### config.mk
export PLATFORM = sky130hd
export DESIGN_NAME = multi_pattern_suffix_matcher_flat
export DESIGN_NICKNAME = d
export VERILOG_FILES = /design/src/rtl/core/mpsm_pkg.sv /design/src/rtl/core/mpsm_if.sv /design/src/rtl/core/mpsm_cfg_regs.sv /design/src/rtl/core/mpsm_slot_compare.sv /design/src/rtl/core/multi_pattern_suffix_matcher.sv /design/src/flat_wrapper.sv
export VERILOG_INCLUDE_DIRS = /design/src /design/src/rtl/core
export SDC_FILE = /design/constraint.sdc
export NUM_CORES = 1
export LEC_CHECK = 0
export BUFFER_PORTS_ARGS = -buffer_cell sky130_fd_sc_hd__buf_2
export CAP_MARGIN = 20
export CELL_PAD_IN_SITES_DETAIL_PLACEMENT = 1
export CELL_PAD_IN_SITES_GLOBAL_PLACEMENT = 2
export CORE_MARGIN = 1.5
export CORE_UTILIZATION = 40
export DETAILED_ROUTE_END_ITERATION = 8
export PLACE_DENSITY = 0.94
export SLEW_MARGIN = 10
export SYNTH_ARGS = -nofsm -noshare
export SYNTH_HDL_FRONTEND = slang
export SYNTH_SLANG_ARGS = --single-unit
export TNS_END_PERCENT = 20
### constraint.sdc
create_clock -name clk -period 5.5 [get_ports clk]
set_input_delay 0.275 -clock clk [delete_from_list [all_inputs] [get_ports clk]]
set_output_delay 0.275 -clock clk [all_outputs]
set_load 0.05 [all_outputs]
### src/rtl/core/multi_pattern_suffix_matcher_assert.svh
// Assertion macros for the multi-pattern suffix matcher.
`ifndef MULTI_PATTERN_SUFFIX_MATCHER_ASSERT_SVH
`define MULTI_PATTERN_SUFFIX_MATCHER_ASSERT_SVH

// Same-cycle implication, disabled during reset.
`define MPSM_ASSERT_IMPL(label, clk, rst, ante, cons) \
  label: assert property (@(posedge clk) disable iff (rst) (ante) |-> (cons)) \
    else $error("mpsm assertion failed");

// Next-cycle implication, disabled during reset.
`define MPSM_ASSERT_NEXT(label, clk, rst, ante, cons) \
  label: assert property (@(posedge clk) disable iff (rst) (ante) |=> (cons)) \
    else $error("mpsm assertion failed");

`endif

### src/rtl/core/mpsm_pkg.sv
// Package: constants, codes and types of the multi-pattern suffix matcher.
package mpsm_pkg;

  localparam int MAX_BUFFER    = 64;
  localparam int NUM_PATTERNS  = 4;
  localparam int PATTERN_BYTES = 8;

  localparam int SLOT_COUNT = 4;
  localparam int PAT_W      = 64;
  localparam int LEN_W      = 4;
  localparam int BYTE_W     = 8;
  localparam int HIST_W     = PATTERN_BYTES * BYTE_W;
  localparam int CNT_W      = $clog2(MAX_BUFFER + 1);
  localparam int CMP_W      = (CNT_W > LEN_W) ? CNT_W : LEN_W;
  localparam int IDX_W      = 2;
  localparam int USED_W     = 7;
  localparam int REG_IDX_W  = 3;

  localparam logic OUTCOME_MATCH   = 1'b0;
  localparam logic OUTCOME_TIMEOUT = 1'b1;

  typedef enum logic [REG_IDX_W-1:0] {
    REG_PATTERN_A = 3'd0,
    REG_PATTERN_B = 3'd1,
    REG_PATTERN_C = 3'd2,
    REG_PATTERN_D = 3'd3,
    REG_LENGTH_A  = 3'd4,
    REG_LENGTH_B  = 3'd5,
    REG_LENGTH_C  = 3'd6,
    REG_LENGTH_D  = 3'd7
  } reg_index_t;

  typedef struct packed {
    logic [SLOT_COUNT-1:0][PAT_W-1:0] pattern;
    logic [SLOT_COUNT-1:0][LEN_W-1:0] length;
  } cfg_t;

endpackage

### src/rtl/core/mpsm_if.sv
// Interfaces: byte input channel and result channel.
interface mpsm_byte_if;
  logic                             valid;
  logic                             ready;
  logic [mpsm_pkg::BYTE_W-1:0]      byte_in;

  modport source (output valid, output byte_in, input ready);
  modport sink   (input valid, input byte_in, output ready);
endinterface

interface mpsm_result_if;
  logic                             valid;
  logic                             ready;
  logic                             outcome;
  logic [mpsm_pkg::IDX_W-1:0]       pattern_index;
  logic [mpsm_pkg::USED_W-1:0]      bytes_used;

  modport source (output valid, output outcome, output pattern_index, output bytes_used,
                  input ready);
  modport sink   (input valid, input outcome, input pattern_index, input bytes_used,
                  output ready);
endinterface

### src/rtl/core/mpsm_cfg_regs.sv
// Configuration register file: four patterns and four lengths.
module mpsm_cfg_regs (
  input  logic                              clk,
  input  logic                              rst,
  input  logic                              cfg_wr_en,
  input  logic [mpsm_pkg::REG_IDX_W-1:0]    cfg_index,
  input  logic [mpsm_pkg::PAT_W-1:0]        cfg_data,
  output mpsm_pkg::cfg_t                    cfg
);

  mpsm_pkg::reg_index_t idx;
  assign idx = mpsm_pkg::reg_index_t'(cfg_index);

  always_ff @(posedge clk) begin
    if (rst) begin
      cfg <= '0;
    end else if (cfg_wr_en) begin
      case (idx)
        mpsm_pkg::REG_PATTERN_A: cfg.pattern[0] <= cfg_data;
        mpsm_pkg::REG_PATTERN_B: cfg.pattern[1] <= cfg_data;
        mpsm_pkg::REG_PATTERN_C: cfg.pattern[2] <= cfg_data;
        mpsm_pkg::REG_PATTERN_D: cfg.pattern[3] <= cfg_data;
        mpsm_pkg::REG_LENGTH_A:  cfg.length[0]  <= cfg_data[mpsm_pkg::LEN_W-1:0];
        mpsm_pkg::REG_LENGTH_B:  cfg.length[1]  <= cfg_data[mpsm_pkg::LEN_W-1:0];
        mpsm_pkg::REG_LENGTH_C:  cfg.length[2]  <= cfg_data[mpsm_pkg::LEN_W-1:0];
        mpsm_pkg::REG_LENGTH_D:  cfg.length[3]  <= cfg_data[mpsm_pkg::LEN_W-1:0];
        default: ;
      endcase
    end
  end

endmodule

### src/rtl/core/mpsm_slot_compare.sv
// One pattern slot: suffix compare of the history against the pattern.
module mpsm_slot_compare (
  input  logic [mpsm_pkg::HIST_W-1:0]  history,
  input  logic [mpsm_pkg::PAT_W-1:0]   pattern,
  input  logic [mpsm_pkg::LEN_W-1:0]   length,
  input  logic [mpsm_pkg::CNT_W-1:0]   count,
  output logic                         hit
);

  localparam logic [mpsm_pkg::LEN_W-1:0] LenCap = mpsm_pkg::LEN_W'(mpsm_pkg::PATTERN_BYTES);

  logic [mpsm_pkg::LEN_W-1:0]         len_eff;
  logic [mpsm_pkg::PATTERN_BYTES-1:0] byte_ok;
  logic                               enough;

  assign len_eff = (length > LenCap) ? LenCap : length;
  assign enough  = mpsm_pkg::CMP_W'(count) >= mpsm_pkg::CMP_W'(len_eff);

  always_comb begin
    for (int k = 0; k < mpsm_pkg::PATTERN_BYTES; k++) begin
      byte_ok[k] = (mpsm_pkg::LEN_W'(k) >= len_eff) ||
                   (history[k*mpsm_pkg::BYTE_W +: mpsm_pkg::BYTE_W] ==
                    pattern[k*mpsm_pkg::BYTE_W +: mpsm_pkg::BYTE_W]);
    end
  end

  assign hit = (len_eff != '0) && enough && (&byte_ok);

endmodule

### src/rtl/core/multi_pattern_suffix_matcher.sv
// Top level: multi-pattern suffix matcher over a received byte stream.
//
// Bytes arrive one word per handshake on byte_chan (valid/ready). Each
// byte lands in an input register; from there it is shifted into
// the eight-byte history and tested against up to four configured
// patterns in slot order. A match, or MAX_BUFFER bytes without one,
// loads a result word into the output register on result_chan; bytes
// that decide nothing give no word. Throughput is one byte per cycle
// unless the receiver stalls, set by the single history/compare stage
// between the input and output registers. Once a result is given the
// history and byte count are cleared. Configuration is written through
// cfg_wr_en/cfg_index/cfg_data; the user must do so only while the block
// is idle, which the block does not enforce. Synchronous reset clears
// patterns, lengths, history, count and both register stages. When the
// receiver stalls, one pending result is held and one further byte is
// buffered, then ready drops.
`include "multi_pattern_suffix_matcher_assert.svh"

module multi_pattern_suffix_matcher (
  input  logic                              clk,
  input  logic                              rst,
  mpsm_byte_if.sink                         byte_chan,
  mpsm_result_if.source                     result_chan,
  input  logic                              cfg_wr_en,
  input  logic [mpsm_pkg::REG_IDX_W-1:0]    cfg_index,
  input  logic [mpsm_pkg::PAT_W-1:0]        cfg_data
);

  localparam logic [mpsm_pkg::CNT_W-1:0] MaxCount = mpsm_pkg::CNT_W'(mpsm_pkg::MAX_BUFFER);

  mpsm_pkg::cfg_t cfg;

  logic                              in_valid;
  logic [mpsm_pkg::BYTE_W-1:0]       in_byte;
  logic [mpsm_pkg::HIST_W-1:0]       history;
  logic [mpsm_pkg::CNT_W-1:0]        count;

  logic [mpsm_pkg::HIST_W-1:0]       history_next;
  logic [mpsm_pkg::CNT_W-1:0]        count_next;
  logic [mpsm_pkg::NUM_PATTERNS-1:0] slot_hit;
  logic                              any_match;
  logic [mpsm_pkg::IDX_W-1:0]        win_index;
  logic                              timeout;
  logic                              decide;
  logic                              proc;

  logic                              out_valid;
  logic                              out_outcome;
  logic [mpsm_pkg::IDX_W-1:0]        out_index;
  logic [mpsm_pkg::USED_W-1:0]       out_used;

  mpsm_cfg_regs u_cfg (
    .clk       (clk),
    .rst       (rst),
    .cfg_wr_en (cfg_wr_en),
    .cfg_index (cfg_index),
    .cfg_data  (cfg_data),
    .cfg       (cfg)
  );

  assign history_next = {history[mpsm_pkg::HIST_W-mpsm_pkg::BYTE_W-1:0], in_byte};
  assign count_next   = (count < MaxCount) ? count + mpsm_pkg::CNT_W'(1) : count;

  for (genvar s = 0; s < mpsm_pkg::NUM_PATTERNS; s++) begin : g_slot
    mpsm_slot_compare u_cmp (
      .history (history_next),
      .pattern (cfg.pattern[s]),
      .length  (cfg.length[s]),
      .count   (count_next),
      .hit     (slot_hit[s])
    );
  end

  // first slot in list order wins
  always_comb begin
    win_index = '0;
    for (int s = mpsm_pkg::NUM_PATTERNS - 1; s >= 0; s--) begin
      if (slot_hit[s]) begin
        win_index = mpsm_pkg::IDX_W'(s);
      end
    end
  end

  assign any_match = |slot_hit;
  assign timeout   = count_next >= MaxCount;
  assign decide    = any_match || timeout;
  assign proc      = in_valid && (!out_valid || result_chan.ready);

  assign byte_chan.ready = !in_valid || proc;

  always_ff @(posedge clk) begin
    if (rst) begin
      in_valid <= 1'b0;
    end else if (byte_chan.valid && byte_chan.ready) begin
      in_valid <= 1'b1;
    end else if (proc) begin
      in_valid <= 1'b0;
    end
  end

  always_ff @(posedge clk) begin
    if (byte_chan.valid && byte_chan.ready) begin
      in_byte <= byte_chan.byte_in;
    end
  end

  always_ff @(posedge clk) begin
    if (rst) begin
      history <= '0;
      count   <= '0;
    end else if (proc) begin
      history <= decide ? '0 : history_next;
      count   <= decide ? '0 : count_next;
    end
  end

  always_ff @(posedge clk) begin
    if (rst) begin
      out_valid <= 1'b0;
    end else if (proc && decide) begin
      out_valid <= 1'b1;
    end else if (result_chan.ready) begin
      out_valid <= 1'b0;
    end
  end

  always_ff @(posedge clk) begin
    if (proc && decide) begin
      out_outcome <= any_match ? mpsm_pkg::OUTCOME_MATCH : mpsm_pkg::OUTCOME_TIMEOUT;
      out_index   <= any_match ? win_index : '0;
      out_used    <= mpsm_pkg::USED_W'(count_next);
    end
  end

  assign result_chan.valid         = out_valid;
  assign result_chan.outcome       = out_outcome;
  assign result_chan.pattern_index = out_index;
  assign result_chan.bytes_used    = out_used;

  `MPSM_ASSERT_IMPL(a_count_bound, clk, rst, 1'b1, count <= MaxCount)
  `MPSM_ASSERT_NEXT(a_rearm, clk, rst, proc && decide, count == '0 && history == '0)
  `MPSM_ASSERT_IMPL(a_timeout_index, clk, rst,
    out_valid && out_outcome == mpsm_pkg::OUTCOME_TIMEOUT, out_index == '0)

endmodule

### src/flat_wrapper.sv
// flat-port wrapper written by rule: the top's interface ports become plain ports
module multi_pattern_suffix_matcher_flat 
  (clk, rst, cfg_wr_en, cfg_index, cfg_data, byte_chan_valid, byte_chan_byte_in, byte_chan_ready, result_chan_valid, result_chan_outcome, result_chan_pattern_index, result_chan_bytes_used, result_chan_ready);
  mpsm_byte_if byte_chan_i ();
  mpsm_result_if result_chan_i ();
  input  logic clk;
  input  logic rst;
  input  logic cfg_wr_en;
  input  logic [mpsm_pkg::REG_IDX_W-1:0] cfg_index;
  input  logic [mpsm_pkg::PAT_W-1:0] cfg_data;
  input wire logic [$bits(byte_chan_i.valid)-1:0] byte_chan_valid;
  input wire logic [$bits(byte_chan_i.byte_in)-1:0] byte_chan_byte_in;
  output wire logic [$bits(byte_chan_i.ready)-1:0] byte_chan_ready;
  output wire logic [$bits(result_chan_i.valid)-1:0] result_chan_valid;
  output wire logic [$bits(result_chan_i.outcome)-1:0] result_chan_outcome;
  output wire logic [$bits(result_chan_i.pattern_index)-1:0] result_chan_pattern_index;
  output wire logic [$bits(result_chan_i.bytes_used)-1:0] result_chan_bytes_used;
  input wire logic [$bits(result_chan_i.ready)-1:0] result_chan_ready;
  assign byte_chan_i.valid = byte_chan_valid;
  assign byte_chan_i.byte_in = byte_chan_byte_in;
  assign byte_chan_ready = byte_chan_i.ready;
  assign result_chan_valid = result_chan_i.valid;
  assign result_chan_outcome = result_chan_i.outcome;
  assign result_chan_pattern_index = result_chan_i.pattern_index;
  assign result_chan_bytes_used = result_chan_i.bytes_used;
  assign result_chan_i.ready = result_chan_ready;
  multi_pattern_suffix_matcher u_core (.clk(clk), .rst(rst), .byte_chan(byte_chan_i), .result_chan(result_chan_i), .cfg_wr_en(cfg_wr_en), .cfg_index(cfg_index), .cfg_data(cfg_data));
endmodule
==> results_dict.tcl <==
set metrics [dict create \
    register_area_um2 7287 \
    p_leak_nw 7.172 \
    routed.top_layer "met5" \
    clockBufferDepth 3 \
    path_buf_inv 1 \
    clk-insertion-delay-late_ns 0.54 \
    numCtsBuffers 39 \
    die_height_um 202.1 \
    wl_met3_mm 1.767 \
    synth.avg_cell_area_um2 8.381 \
    cts-root-buf "clkbuf_16" \
    first_pass_iters 4 \
    synth_cell_types 55 \
    synth-seq-cells 355 \
    antenna_found_initial 2 \
    slew_viol_final 0 \
    multi_input_area_um2 7841 \
    post-route-drc-count 0 \
    wl_met1_mm 23.13 \
    power_density_nw_per_um2 318.8 \
    fin_crit_ns 3.752 \
    area_delta_synth_final_pct 11.40 \
    synth_ff_type "dfxtp_1" \
    htreeDepth 2 \
    wl_met2_mm 23.44 \
    via_per_inst 5.397 \
    grt_max_degree 103 \
    syn_inst 1892 \
    synth_area_leader_cell "dfxtp_1" \
    critical_path.top_delay_family "simple AND/OR/NAND/NOR gates" \
    path_class "flop to flop" \
    max_freq_ghz 0.2665 \
    place_area_um2 16330 \
    drt-initial-drc-count 692 \
    core-area_um2 38920 \
    finalSetupTns_ns 0 \
    synth-seq-area-share 0.4596 \
    dp_hpwl_mm 33.08 \
    die_area_um2 40840 \
    period_share 0.6822 \
    maxCapViolations 0 \
    syn-cell-area_um2 15860 \
    async_flop_share 0 \
    fin_util 0.4539 \
    rsz0062_at_grt "false" \
    skew_ns 0.01171 \
    io_buffers 91 \
    grt_pass1_vias 13530 \
    synth_top_area_share 0.4255 \
    r2r_slack_ns 1.75 \
    final_common_cell "nand2_1" \
    rows 72 \
    synth_edf_count 18 \
    ys_warn_count 0 \
    cts_resized 0 \
    dp_slack_ns 1.764 \
    synthTopCellsByArea "dfxtp_1 43%, nand2_1 13%, xor2_1 9.7%" \
    crit_top_cell "a21o_1" \
    grtUsageTotal 0.2405 \
    grt_pass1_wl_mm 77.32 \
    drive_gt1_frac 0.09091 \
    antenna_left 0 \
    clkTransAtPathRegs_ns 0.06 \
    initial_core_util 0.4074 \
    die_w_um 202.1 \
    crit_required_ns 5.98 \
    slew_headroom 0.2753 \
    endpoint_kind "flop" \
    cp_max_fo 38 \
    fin_area_um2 17660 \
    final_cell_mix "540 x nand2_1, 337 x dfxtp_1, 271 x a21oi_1" \
    synth.net_count 1989 \
    layout_setup_ws_ns 1.748 \
    fin_nets 1971 \
    holdCritPathClass "input port to flop" \
    setup_viol 0 \
    slowest_stage "xor2_1" \
    num_vias 13070 \
    wl_per_cell_um 20.51 \
    worstMarginPinSlew_ns 1.087 \
    hold_violations 0 \
    grt_overflow_total 0 \
    globalplace.congestion 0.8512 \
    fillers 4634 \
    io-pin-count 92 \
    ir_drop_mv 0.1507 \
    arrival_ns 4.23 \
    cpPeakStageDelay_ns 0.56 \
    cts_sinks 355 \
    crit_path_cell_trace "xor2_1, ha_1, nand2b_1, a21o_1, a21o_1, a211o_1, nand4_1, or3b_4, nor4_4, buf_4, a22o_1" \
    status "finished, final reports clean" \
    wl_mm 49.68 \
    cts_tree "yes" \
    cp-start-kind "flop" \
]
[worst reg2reg max path, delay by kind of cell, from the launching register on]
kind,cells,cell delay [ns]
AOI/OAI and AO/OA,4,0.91
xor gates and xnor gates,1,0.56
adders and majority gates,1,0.35
buffers and inverters,1,0.45
DFF,1,0.47
and+or+nand+nor,4,0.96
[cell type report]
class	count	share of cell area
clock inverter	6	0.001983
clock buffer	64	0.06750
tap	518	0.03669
antenna	1	0.0001417
timing repair buffer	110	0.03577
sequential	355	0.4125
multi-input combinational	1361	0.4439
inverter	7	0.001487
[synthesized netlist by cell type (2+ instances only)]
| cell | n |
|---|---|
| a21o_1 | 5 |
| clkbuf_1 | 96 |
| buf_1 | 10 |
| a211o_1 | 3 |
| a22oi_1 | 2 |
| ha_1 | 17 |
| nor3_1 | 4 |
| nand2b_1 | 6 |
| and3_1 | 2 |
| nand2_1 | 542 |
| a31oi_1 | 2 |
| o31ai_1 | 2 |
| buf_6 | 6 |
| nor2_1 | 33 |
| nor2b_1 | 10 |
| buf_2 | 57 |
| or3_1 | 2 |
| nand3_1 | 6 |
| nand4_1 | 24 |
| nor4_1 | 50 |
| a21oi_1 | 272 |
| xnor2_1 | 86 |
| dfxtp_1 | 337 |
| xor2_1 | 176 |
| a22o_1 | 60 |
| o21ai_0 | 8 |
| a211oi_1 | 4 |
| inv_1 | 7 |
| and2_1 | 4 |
| mux2i_1 | 16 |
| edfxtp_1 | 18 |
| a31o_2 | 2 |
[final timing paths]
path	from	end	cells past startpoint
worst max-delay path	u_core.count[6]	u_core.history[25]	11
worst min-delay path	cfg_data[19]	u_core.u_cfg.cfg[227]	3
worst max register to register	u_core.count[6]	u_core.history[25]	11
worst min register to register	u_core.u_cfg.cfg[210]	u_core.u_cfg.cfg[210]	2
[per-layer routing]
| layer | vias up | global-route usage |
|---|---|---|
| li1 | 6227 | - |
| met1 | 6526 | 0.3171 |
| met2 | 229 | 0.4046 |
| met3 | 87 | 0.03547 |
| met4 | 2 | 0.07619 |
| met5 | - | 0 |
[state kept, by name (all words and copies together) (netlist names)]
register	cells
u_core.history	56
u_core.u_cfg.cfg	272
u_core.result_chan.valid	1
u_core.result_chan.pattern_index	2
u_core.in_valid	1
u_core.in_byte	8
u_core.count	7
u_core.result_chan.outcome	1
u_core.result_chan.bytes_used	7
[what timing repair did]
| action | in CTS | in global routing |
|---|---|---|
| hold buffers | 10 | 0 |
| endpoints found under the hold margin | 11 | 0 |
| setup buffers | 0 | 0 |
[metrics by stage]
stage / hold slack (ns) / power (mW) / std cells
after floorplan: 0.3739 / 2.975 / 1892
after global placement: 0.4530 / 3.130 / 2341
after detailed placement: 0.4565 / 3.145 / 2341
after CTS: 0.0009433 / 5.659 / 2421
after global routing: 0.01160 / 5.804 / 2422
final: 0.007642 / 5.631 / 2422
[logic make-up (layout without fill, tap and decap cells)]
kind of cell | count (synthesis) | in the layout | share of synthesized area
compound gates | 372 | 372 | 0.1379
xor+xnor | 262 | 262 | 0.1447
fa+ha+maj | 17 | 17 | 0.01341
buf+inv | 176 | 187 | 0.04900
flops | 355 | 355 | 0.4596
mux | 18 | 18 | 0.01152
other cells | 0 | 1 | 0
simple gates | 692 | 692 | 0.1839
[report_power, final]
group	switching [mW]	total (mW)	internal, mW
Clock	1.06	2.53	1.48
Combinational	0.262	0.397	0.134
Sequential	0.0573	2.70	2.64
Total	1.37	5.63	4.26
No activity file was read; power rests on OpenSTA's default activity.
